==> config.mk <==
export PLATFORM = sky130hd
export DESIGN_NAME = smpf_cell
export DESIGN_NICKNAME = d
export VERILOG_FILES = /design/src/rtl/smpf_pkg.sv /design/src/rtl/smpf_cell.sv
export SDC_FILE = /design/constraint.sdc
export NUM_CORES = 1
export LEC_CHECK = 0
export BUFFER_PORTS_ARGS = -buffer_cell sky130_fd_sc_hd__buf_2
export CAP_MARGIN = 0
export CORE_MARGIN = 3
export CORE_UTILIZATION = 49
export DETAILED_ROUTE_END_ITERATION = 10
export GPL_TIMING_DRIVEN = 0
export PLACE_DENSITY_LB_ADDON = 0.2
export SLEW_MARGIN = 0
export SYNTH_ARGS = -nofsm -noshare
export SYNTH_HDL_FRONTEND = slang
export SYNTH_SLANG_ARGS = --single-unit
==> constraint.sdc <==
create_clock -name clk -period 5.85 [get_ports clk]
set_input_delay 0.585 -clock clk [delete_from_list [all_inputs] [get_ports clk]]
set_output_delay 0.585 -clock clk [all_outputs]
set_load 0.02 [all_outputs]
==> src/rtl/smpf_pkg.sv <==
`default_nettype none
// ----------------------------------------------------------------------------
// smpf_pkg
// Types and codes shared by the middle pair finder chain and its control.
// ----------------------------------------------------------------------------
package smpf_pkg;

	localparam int unsigned VALUE_W = 32;
	localparam int unsigned COUNT_W = 7;
	localparam int unsigned STAT_W  = 2;

	localparam logic [STAT_W-1:0] ST_OK       = 2'd0;
	localparam logic [STAT_W-1:0] ST_TOO_FEW  = 2'd1;
	localparam logic [STAT_W-1:0] ST_OVERFLOW = 2'd2;

	typedef struct packed {
		logic signed [VALUE_W-1:0] value;
		logic                      is_last;
	} smpf_in_t;

	typedef struct packed {
		logic signed [VALUE_W-1:0] lower_middle;
		logic signed [VALUE_W-1:0] upper_middle;
		logic [COUNT_W-1:0]        frame_count;
		logic [STAT_W-1:0]         status;
	} smpf_out_t;

	// per-cycle command broadcast to every cell
	typedef struct packed {
		logic ins;    // insert the broadcast value
		logic shift;  // move every entry one cell toward cell 0
		logic clr;    // drop all entries
	} smpf_ctl_t;

endpackage : smpf_pkg
`default_nettype wire

==> src/rtl/smpf_cell.sv <==
`default_nettype none
// ----------------------------------------------------------------------------
// smpf_cell
// One slot of the insertion chain: holds an entry, compares it to the
// broadcast value and takes its left neighbor's entry when that one moves up.
// ----------------------------------------------------------------------------
module smpf_cell (
	input  wire logic                              clk,
	input  wire logic                              arst_n,
	input  wire smpf_pkg::smpf_ctl_t               ctl,
	input  wire logic signed [smpf_pkg::VALUE_W-1:0] new_val,
	input  wire logic signed [smpf_pkg::VALUE_W-1:0] prev_val,
	input  wire logic                              prev_gt,
	input  wire logic                              prev_occ,
	input  wire logic signed [smpf_pkg::VALUE_W-1:0] next_val,
	output logic signed [smpf_pkg::VALUE_W-1:0]      val,
	output logic                                   gt,
	output logic                                   occ
);
	import smpf_pkg::*;

	logic signed [VALUE_W-1:0] val_q;
	logic                      occ_q;
	logic                      take;

	assign gt   = occ_q && (val_q > new_val);
	// move when the new value belongs here or below, or this is the first free slot
	assign take = gt || (!occ_q && prev_occ);
	assign val  = val_q;
	assign occ  = occ_q;

	always_ff @(posedge clk) begin
		if (ctl.shift) begin
			val_q <= next_val;
		end else if (ctl.ins && take) begin
			val_q <= prev_gt ? prev_val : new_val;
		end
	end

	always_ff @(posedge clk or negedge arst_n) begin
		if (!arst_n) begin
			occ_q <= 1'b0;
		end else if (ctl.clr) begin
			occ_q <= 1'b0;
		end else if (ctl.ins && take) begin
			occ_q <= 1'b1;
		end
	end

endmodule : smpf_cell
`default_nettype wire

# After elaboration in Yosys (flattened, before gate mapping)
# Index checks and enable logic that the tools add are counted.
# Widths: inputs -> output; s select.
[op_classes]
reduce_logical = 7
magnitude_cmp = 1
n_mux = 5
[op_table]
columns = ["operator", "count"]
rows = [
  ["$mux 32", 3],
  ["$gt 32x32->1", 1],
  ["$reduce_bool 2->1", 2],
  ["$logic_and 1x1->1", 3],
  ["$mux 1", 2],
  ["$logic_not 1->1", 1],
  ["$logic_or 1x1->1", 1],
]
[totals]
elab_cells = 15
register_bits = 33
inputBits = 103

# Longest topological paths before layout
# Gate-level depths: netlist of run 1.
[depth]
depth_word = 6
mapped_depth = 9

# Worst setup path after synthesis of run 1
# OpenSTA, ideal clock, no wires.
[synth_timing]
path_kind = "input -> register"
start = "input new_val[10] (netlist name)"
end = "register val_q[0] (netlist: val[0]), enable pin"
arrival_time_ns = 3.447
required_ns = 5.425
cell_stages = 9
setup_slack_ns = 1.978
path_cell_list = "inv_1 -> ha_1 -> a21oi_2 -> nand2_1 -> a221o_1 -> a221o_1 -> a21oi_2 -> xnor2_1 -> o21ai_1"
[synth_via]
elab_chain_len = 5
[synth_rtl]
columns = ["item", "line_no", "rtl"]
rows = [
  ["from (decl)", "smpf_cell.sv:11", "input wire logic signed [smpf_pkg::VALUE_W-1:0] new_val,"],
  ["$gt 32x32->1", "smpf_cell.sv:26", "assign gt = occ_q && (val_q > new_val);"],
  ["$logic_and 1x1->1", "smpf_cell.sv:26", ""],
  ["$logic_or 1x1->1", "smpf_cell.sv:28", "assign take = gt || (!occ_q && prev_occ);"],
  ["$logic_and 1x1->1", "smpf_cell.sv:35", "end else if (ctl.ins && take) begin"],
  ["$reduce_bool 2->1 (no line)", "-", ""],
  ["to (signal assigned)", "smpf_cell.sv:34", "val_q <= next_val;"],
  ["to (signal assigned)", "smpf_cell.sv:36", "val_q <= prev_gt ? prev_val : new_val;"],
  ["to (decl)", "smpf_cell.sv:22", "logic signed [VALUE_W-1:0] val_q;"],
]
# Every way passes these cells.
# A chain may end at the register's enable or synchronous reset.

# Worst setup path after layout of run 1
[layout_timing]
start = "input new_val[10] (netlist name)"
end = "output gt"
[layout_via]
elab_chain_len = 2
[layout_rtl]
columns = ["item", "line_no", "rtl"]
rows = [
  ["$gt 32x32->1", "smpf_cell.sv:26", ""],
  ["$logic_and 1x1->1", "smpf_cell.sv:26", ""],
  ["to (decl)", "smpf_cell.sv:17", "output logic gt,"],
]
# Every way passes these cells.

==> results of run 1 <==
## sequential cells by signal, indices dropped and copies added, names as in the netlist
signal / flops
occ: 1
val: 32
## layer usage
metal	vias up	share of wire (%)	wire length, µm	GRT usage (%)
li1	1226	-	-	-
met4	0	1.6	105	7.65
met1	1097	41	2650	26.5
met5	-	0	0	0
met2	82	51	3340	40.2
met3	9	6.5	426	5.99
## worst max-delay path, cell delays in order
cell	delay [ns]
buf_2	0.10
inv_1	0.05
ha_1	0.34
a21oi_2	0.14
nand2_1	0.06
a221o_1	0.34
a221o_1	0.31
a21oi_2	0.15
xnor2_1	0.21
nor2_1	0.06
buf_2	0.17
## cell usage in the layout (no fill, tap or decap)
cell type / instances
o21ai_0: 35
a21o_2: 1
nor3_1: 1
buf_16: 1
xnor2_1: 1
a221o_1: 2
a21oi_2: 2
clkbuf_8: 5
buf_2: 137
edfxtp_1: 32
nor4_1: 2
o21ai_4: 1
a31oi_1: 1
a221oi_1: 1
nand4_1: 6
a211oi_1: 1
nor2_1: 5
clkbuf_1: 11
nand3_1: 5
mux2i_1: 32
o21ai_1: 1
o211ai_2: 1
a21oi_1: 12
nand2_1: 44
dfrtp_1: 1
ha_1: 32
inv_1: 36
## report_power, final
part / total (mW) / internal, mW / switching (mW) / leakage (nW)
clock network: 0.164 / 0.0845 / 0.0798 / 0.0395
logic: 0.224 / 0.0954 / 0.128 / 1.41
registers: 0.303 / 0.290 / 0.0126 / 0.338
## logic make-up (layout without fill, tap and decap cells)
kind of cell | after synthesis | in the layout
fa+ha+maj | 32 | 32
flops | 33 | 33
mux | 32 | 32
compound gates | 58 | 58
xor+xnor | 1 | 1
simple gates | 63 | 63
buf+inv | 47 | 190
## area by class of cell
cell class / count / area, µm² / area share [%]
buffer: 11 / 45.0 / 1.34
clock buffer: 8 / 80.1 / 2.38
inverter: 36 / 135 / 4.02
multi-input combinational: 186 / 1330 / 39.6
sequential: 33 / 986 / 29.3
tap: 67 / 83.8 / 2.50
timing repair buffer: 135 / 698 / 20.8
## stage by stage
| step | power [mW] | setup slack, ns | instance area [µm²] | hold slack, ns |
|---|---|---|---|---|
| floorplan | 0.439 | 1.98 | 2490 | 0.289 |
| global placement | 0.521 | 1.13 | 3240 | 0.361 |
| detailed placement | 0.532 | 2.65 | 3280 | 0.362 |
| CTS | 0.698 | 2.74 | 3360 | 0.0555 |
| global route | 0.743 | 2.51 | 3360 | 0.0479 |
| finish | 0.691 | 2.74 | 3360 | 0.0645 |
## how the worst max path moves through the flow
| stage | endpoint | from |
|---|---|---|
| floorplan | val[0]$_DFFE_PP_ | new_val[10] |
| global placement | val[14]$_DFFE_PP_ | new_val[10] |
| detailed placement | val[14]$_DFFE_PP_ | new_val[10] |
| CTS | gt | new_val[10] |
| global route | gt | val[31]$_DFFE_PP_ |
| finish | gt | new_val[10] |
==> key figures, run 1 <==
Timing
  – Max Fclk: 322 MHz
  – Period utilisation layout: 53.1%
  – Rel. slew slack: 65.5%
  – RSZ-0062 raised after global routing: false
  – Final setup viols: 0
  – Fin Setup TNS: 0 ns
  – Worst Skew: roughly 0.0050 ns
  – Final hold violations: 0
  – Crit path time final: roughly 3.1 ns
  – Worst slew pin tran: 0.513 ns
  – Max-slew violations: 0

Finish
  – Share of layout cells above drive strength 1: 36.2%
  – Diode count: 0
  – Fillers: roughly 430
  – P&R area growth vs syn: 35.1%
  – Fin util: 69.7%
  – Final Non-Filler Cells: 476
  – Final nets: 543

Clock network
  – Max clock buf depth: 2
  – Post-cts sizing count: 0
  – Post-CTS Setup Inserts: 0
  – Clock Sinks: 33
  – Clk slew on worst S/H paths: ~0.070 ns
  – CTS tree: done
  – H-tree Lvls: 2
  – TritonCTS Buffers: 5
  – Clock latency on the worst-skew pair: 0.28 ns
  – CTS Hold Bufs: 0
  – Root buffer cell: clkbuf_8

Setup path
  – Reg-to-Reg Start: val[10]$_DFFE_PP_
  – Setup Crit Path Kind: in2out
  – R2r endpoint: val[14]$_DFFE_PP_
  – R2R depth: 9
  – WP data required: approximately 5.3 ns
  – Critical path peak fanout: 3
  – Startpoint Class: input pin
  – R2r setup slk: 3.00 ns
  – Crit. End Element: output port
  – CP arrival: about 2.5 ns

Die
  – I/O pin count: 137
  – Initial core utilization: 51.6%
  – Die Width: 77.2 µm
  – Die height: 77.2 µm
  – Site Rows: 25
  – Die area: 5960 µm²
  – CORE AREA: 4820 µm²

Synthesis
  – Synth Cell Area: about 2500 µm²
  – Post-synth EDFFs: 32
  – Synth Area in Simple Gates: 10.6%
  – Syn nets: 401
  – Synthesized area per cell: between 9 and 10 µm²
  – Synthesized instance count: 266
  – Synth Area in XOR/XNOR: 0.352%
  – Top_reg_cell synth: edfxtp_1
  – Sequential-to-total area share from yosys stat: 39.7%
  – Async S/R FF share, synth: between 3 and 4%
  – Count leader, synth: nand2_1
  – Synth Register Bits: 33
  – Synth Area in Compound Gates: 13.1%
  – Largest family of logic cells by synthesized area: adder cells
  – Synth Area in Adders: 16.1%
  – Post-synth top area cell: edfxtp_1
  – Unique masters post-synth: 24
  – Mux contribution to synthesized area: 12.9%
  – Synth top area share: around two fifths
  – Syn. warnings: 0
  – Top post-synthesis cells by count: nand2_1, inv_1, o21ai_0
  – Dominant cells by area after synthesis: edfxtp_1, ha_1, mux2i_1

Routing
  – Vias post-DR: 2414
  – Post-Route WL: 6520 µm
  – Final ANT Viol Nets: 0
  – Initial DRC count: 76
  – Drt pass-1 iters: 4
  – Post-route DRC: 0
  – DR WL/cell: 13.7 µm
  – Vias/cell: 5.07

Outcome
  – Outcome: complete, no violations

Pwr
  – Max VDD drop: about 0.15 mV
  – Leak: 1.79 nW
  – P per Cell Area: approximately 210 nW/µm²

Global routing
  – GR Overflow Total: 0
  – Largest net degree at the start of global routing: 22
  – First-pass GRT wire length: 10800 µm
  – Initial antenna violation count: 0
  – Global Route Usage Sum: 22.7%
  – Number of global-route vias before repair: roughly 2400

Placed design
  – Inst Count DP: 468
  – Placer Congestion: 0.792
  – Placed wire-length estimate: around 5300 µm
  – Buffers added on ports: 134

Job
  – Max Cap Viol: 0

Min path
  – Hold crit path type: in2async
(Power assumes the default switching activity.)
==> run 2: changes to the inputs <==
Settings changed: CORE_UTILIZATION 49 to 41.
Clock period 5.85 ns to 2.8 ns, I/O delays scaled along.
==> key figures, run 2 (synthesis gave the netlist of run 1 again) <==
Die
  – Die height: 83.9 µm (was 77.2 µm)
  – Site Rows: 27 (was 25)
  – CORE AREA: 5680 µm² (was 4820 µm²)
  – Initial core utilization: 43.8% (was 51.6%)
  – Die Width: 83.9 µm (was 77.2 µm)
  – I/O pin count: 137 (unchanged)
  – Die area: 7030 µm² (was 5960 µm²)

Global routing
  – Initial antenna violation count: 0 (unchanged)
  – Routing usage on met2: 34.1% (was 40.2%)
  – Number of global-route vias before repair: 2432 (was 2404)
  – GRT Max-Usage Layer: met2 (unchanged)
  – Met1 Track Usage GR: 23.3% (was 26.5%)
  – Global Route Usage Sum: 19.4% (was 22.7%)
  – Largest net degree at the start of global routing: 17 (was 22)
  – First-pass GRT wire length: 11000 µm (was 10800 µm)
  – GR Overflow Total: 0 (unchanged)
  – Met3 usage: 5.23% (was 5.99%)

Timing
  – Period utilisation layout: 93.6%
  – RSZ-0062 raised after global routing: false (unchanged)
  – Worst slew pin tran: 0.498 ns (was 0.513 ns)
  – Crit path time final: 2.62 ns
  – Final setup viols: 0 (unchanged)
  – Final hold violations: 0 (unchanged)
  – Rel. slew slack: 66.8% (was 65.5%)
  – Max-slew violations: 0 (unchanged)
  – Final setup margin: 0.178 ns (was 2.74 ns)
  – Worst Skew: 0.00533 ns (was 0.00498 ns)
  – Max Fclk: 381 MHz

Routing
  – Final ANT Viol Nets: 0 (unchanged)
  – Vias post-DR: 2404 (was 2414)
  – Vias/cell: 4.95 (was 5.07)
  – Drt pass-1 iters: 4 (unchanged)
  – Initial DRC count: 130 (was 76)
  – DR WL/cell: 14.3 µm (was 13.7 µm)
  – Post-route DRC: 0 (unchanged)
  – Post-Route WL: 6930 µm (was 6520 µm)

Pwr
  – Max VDD drop: 0.250 mV (was 0.154 mV)
  – P per Cell Area: 428 nW/µm² (was 206 nW/µm²)
  – Overall Power: 1.48 mW (was 0.691 mW)
  – Leak: 1.83 nW (was 1.79 nW)

Clock network
  – Clk slew on worst S/H paths: 0.07 ns (about the same)
  – H-tree Lvls: 2 (unchanged)
  – CTS tree: done (unchanged)
  – Clock latency on the worst-skew pair: 0.28 ns (about the same)
  – Max clock buf depth: 2 (unchanged)
  – Clock Sinks: 33 (unchanged)
  – TritonCTS Buffers: 5 (unchanged)
  – Root buffer cell: clkbuf_8 (unchanged)

Finish
  – Commonest non-fill, non-tap cell in the layout: buf_2 (unchanged)
  – P&R area growth vs syn: 39.1% (was 35.1%)
  – Register Area: 986 µm² (unchanged)
  – Share of layout cells above drive strength 1: 37.4% (was 36.2%)
  – Area of the multi-input gates: 1380 µm² (was 1330 µm²)
  – Final nets: 548 (was 543)
  – Most frequent cells in the layout: buf_2, nand2_1, inv_1 (unchanged)
  – Fillers: 533 (was 429)
  – Diode count: 0 (unchanged)
  – Max reg flops: 32 (unchanged)

Placed design
  – Placer Congestion: 0.809 (was 0.792)
  – Placed wire-length estimate: 5490 µm (was 5320 µm)
  – Buffers added on ports: 134 (unchanged)
  – Dpl ws: -0.325 ns (was 2.65 ns)

Min path
  – Hold crit path type: in2reg (was in2async)

Setup path
  – CP arrival: 2.34 ns (was 2.52 ns)
  – Startpoint Class: flop (was input pin)
  – R2r setup slk: 0.21 ns (was 3.00 ns)
  – Critical path peak fanout: 2 (was 3)
  – Crit. End Element: output port (unchanged)
  – WP data required: 2.52 ns (was 5.27 ns)
  – Setup Crit Path Kind: reg2out (was in2out)

Outcome
  – Outcome: complete, no violations (unchanged)

Job
  – Max Cap Viol: 0 (unchanged)
-- run 2: repair_timing --
action	4_1_cts	5_1_grt
hold buffers	1	0
gates cloned	1	0
endpoints found under the hold margin	1	0
endpoints found under the setup margin	32	33
gates resized for setup	2	2
setup buffers	0	4
pin swaps	2	4
-- run 2: area by class of cell --
cell class                 count  area share, %
tap                           72           2.61
clock buffer                   8           2.32
timing repair buffer         139           21.4
buffer                        11           1.30
sequential                    33           28.5
multi-input combinational    187           40.0
inverter                      36           3.91
-- run 2: worst max-delay path, stage by stage, from the launching register on --
cell and delay, ns:
edfxtp_1 0.39, ha_1 0.30, a21oi_1 0.16, o21ai_1 0.08, a221o_1 0.29, a221o_1 0.30
a21oi_2 0.18, xnor2_2 0.14, nor2_1 0.06, buf_4 0.15
-- run 2: worst paths after layout --
kind | start | endpoint | depth (start not counted)
max | val[5]$_DFFE_PP_ | gt | 9
min | ctl[0] | occ$_DFFE_PN0P_ | 2
max reg2reg | val[5]$_DFFE_PP_ | val[14]$_DFFE_PP_ | 10
min reg2reg | occ$_DFFE_PN0P_ | occ$_DFFE_PN0P_ | 2
max in group asynchronous | arst_n | occ$_DFFE_PN0P_ | 2
min in group asynchronous | arst_n | occ$_DFFE_PN0P_ | 2
-- run 2: per-layer routing --
metal	share of wire, %	vias up
li1	-	1236
met3	7.0	10
met1	41	1074
met2	51	84
met4	1.3	0
met5	0	-
-- run 2: metrics by stage --
stage | hold WS [ns] | TNS [ns] | cell area, µm² | instances | util (%)
2_1_floorplan | -0.0156 | -0.785 | 2520 | 266 | -
3_3_place_gp | 0.0565 | -11.18 | 3280 | 472 | 57.8
3_5_place_dp | 0.0573 | -10.36 | 3280 | 472 | 57.8
4_1_cts | 0.130 | 0 | 3390 | 482 | 59.7
5_1_grt | 0.134 | 0 | 3460 | 486 | 60.9
6_report | 0.138 | 0 | 3460 | 486 | 60.9
-- run 2: where the power goes --
group          switching, mW  internal, mW  total (mW)
Sequential            0.0283         0.607       0.635
Combinational          0.281         0.218       0.499
Clock                  0.170         0.177       0.347
==> run 3: changes to the inputs <==
Settings changed: CORE_UTILIZATION 41 to 49.
Clock period 2.8 ns to 3.2 ns, I/O delays scaled along.
==> key figures, run 3 (synthesis gave the netlist of run 1 again) <==
Finish
  – Diode count: 0 (unchanged)
  – P&R area growth vs syn: 35.5% (was 39.1%)
  – Max reg flops: 32 (unchanged)
  – Final nets: 544 (was 548)
  – Fin util: 69.9% (was 60.9%)
  – Register Area: 986 µm² (unchanged)
  – Area of the multi-input gates: 1330 µm² (was 1380 µm²)
  – Most frequent cells in the layout: buf_2, nand2_1, inv_1 (unchanged)
  – Fillers: 405 (was 533)
  – Share of layout cells above drive strength 1: 36.1% (was 37.4%)
  – Commonest non-fill, non-tap cell in the layout: buf_2 (unchanged)

Timing
  – Hold slack: 0.187 ns (was 0.138 ns)
  – Worst slew pin tran: 0.549 ns (was 0.498 ns)
  – Final hold violations: 0 (unchanged)
  – Final setup viols: 0 (unchanged)
  – Worst Skew: 0.00625 ns (was 0.00533 ns)
  – Max Fclk: about 350 MHz
  – RSZ-0062 raised after global routing: false (unchanged)
  – Rel. slew slack: 63.4% (was 66.8%)
  – Max-slew violations: 0 (unchanged)
  – Crit path time final: 2.86 ns
  – Period utilisation layout: between 80% and 90%

Die
  – Initial core utilization: 51.6% (was 43.8%)
  – Die area: 5960 µm² (was 7030 µm²)
  – Site Rows: 25 (was 27)
  – I/O pin count: 137 (unchanged)
  – Die Width: 77.2 µm (was 83.9 µm)
  – CORE AREA: 4820 µm² (was 5680 µm²)
  – Die height: 77.2 µm (was 83.9 µm)

Clock network
  – H-tree Lvls: 2 (unchanged)
  – CTS tree: done (unchanged)
  – Clk slew on worst S/H paths: 0.07 ns (about the same)
  – Clock latency on the worst-skew pair: 0.28 ns (about the same)
  – Max clock buf depth: 2 (unchanged)
  – TritonCTS Buffers: 5 (unchanged)
  – Root buffer cell: clkbuf_8 (unchanged)
  – Post-CTS Setup Inserts: 0 (unchanged)
  – Clock Sinks: 33 (unchanged)

Setup path
  – Top delay family on crit path: compound AO/OA/AOI/OAI gates (unchanged)
  – Critical path peak fanout: 19 (was 2)
  – Crit. End Element: flop (was output port)
  – R2r setup slk: 0.34 ns (was 0.21 ns)
  – Startpoint Class: flop (unchanged)
  – Slowest CP cell: o21ai_4 (was edfxtp_1)
  – R2R depth: 9 (was 10)
  – Buf+Inv Stages, Crit Path: 1 (unchanged)
  – Critical Path Stages: 9 (unchanged)
  – Max incr delay on CP: 0.48 ns (was 0.39 ns)
  – CP arrival: 2.85 ns (was 2.34 ns)
  – Setup Crit Path Kind: reg2reg (was reg2out)
  – Worst path cell trace: ha_1, a21oi_2, nand2_1, a221o_1, a221o_1, a21oi_2, xnor2_1, o21ai_4, buf_16 (was ha_1, a21oi_1, o21ai_1, a221o_1, a221o_1, a21oi_2, xnor2_2, nor2_1, buf_4)
  – WP data required: 3.19 ns (was 2.52 ns)

Placed design
  – Buffers added on ports: 134 (unchanged)
  – Placed wire-length estimate: 5360 µm (was 5490 µm)
  – Placer Congestion: 0.787 (was 0.809)

Min path
  – Hold crit path type: in2reg (unchanged)
  – Hold path cells: 2 (unchanged)

Pwr
  – P per Cell Area: 374 nW/µm² (was 428 nW/µm²)
  – Max VDD drop: 0.279 mV (was 0.250 mV)
  – Leak: 1.80 nW (was 1.83 nW)

Routing
  – Final ANT Viol Nets: 0 (unchanged)
  – Vias post-DR: 2395 (was 2404)
  – Post-Route WL: 6510 µm (was 6930 µm)
  – Drt pass-1 iters: 4 (unchanged)
  – DR WL/cell: 13.6 µm (was 14.3 µm)
  – Post-route DRC: 0 (unchanged)
  – Initial DRC count: 72 (was 130)
  – Vias/cell: 5.02 (was 4.95)

Global routing
  – GR Overflow Total: 0 (unchanged)
  – First-pass GRT wire length: 10600 µm (was 11000 µm)
  – Largest net degree at the start of global routing: 20 (was 17)
  – Initial antenna violation count: 0 (unchanged)
  – Number of global-route vias before repair: 2407 (was 2432)
  – Global Route Usage Sum: 22.0% (was 19.4%)

Job
  – Max Cap Viol: 0 (unchanged)

Outcome
  – Outcome: complete, no violations (unchanged)
==> run 3: metrics by stage <==
step / instances / power, mW / setup TNS (ns) / instance area, µm² / setup WS, ns
4_1_cts: 477 / 1.27 / 0 / 3370 / 0.304
2_1_floorplan: 266 / 0.804 / 0 / 2490 / 0.0140
3_5_place_dp: 468 / 0.972 / 0 / 3280 / 0.256
3_3_place_gp: 467 / 0.953 / -12.68 / 3240 / -0.397
5_1_grt: 477 / 1.34 / 0 / 3370 / 0.152
6_report: 477 / 1.26 / 0 / 3370 / 0.339
==> run 3: repair_timing <==
action | in CTS | in global routing
resized for setup | 0 | 0
hold buffers | 1 | 0
endpoints found under the hold margin | 1 | 0
==> run 3: where the power goes <==
group	total [mW]	switching [mW]	internal, mW
registers	0.554	0.0226	0.531
logic	0.408	0.232	0.175
clock network	0.301	0.146	0.155
==> run 3: worst reg2reg max path: stages, from the launching register on <==
cell and delay [ns]:
edfxtp_1 0.39, ha_1 0.33, a21oi_2 0.14, nand2_1 0.06, a221o_1 0.33, a221o_1 0.31, a21oi_2 0.16, xnor2_1 0.12
o21ai_4 0.48, buf_16 0.23
==> run 3: layout make-up <==
class                      instances  area share, %
sequential                        33           29.3
inverter                          36           4.01
buffer                            11           1.34
multi-input combinational        186           39.5
clock buffer                       8           2.38
timing repair buffer             136           21.0
tap                               67           2.49
==> run 3: path summary, 6_finish.rpt <==
| path | start | to |
|---|---|---|
| worst min-delay path | ctl[0] | occ$_DFFE_PN0P_ |
| worst max-delay path | val[10]$_DFFE_PP_ | val[21]$_DFFE_PP_ |
| worst max register to register | val[10]$_DFFE_PP_ | val[21]$_DFFE_PP_ |
| min in group asynchronous | arst_n | occ$_DFFE_PN0P_ |
| worst min register to register | occ$_DFFE_PN0P_ | occ$_DFFE_PN0P_ |
| max in group asynchronous | arst_n | occ$_DFFE_PN0P_ |
==> run 3: metal layers <==
| layer | global-route usage (%) | share of wire (%) | vias to the layer above |
|---|---|---|---|
| met3 | 5.28 | 6.2 | 8 |
| met2 | 40.2 | 51 | 80 |
| li1 | - | - | 1227 |
| met5 | 0 | 0 | - |
| met4 | 5.87 | 1.5 | 0 |
| met1 | 25.5 | 41 | 1080 |
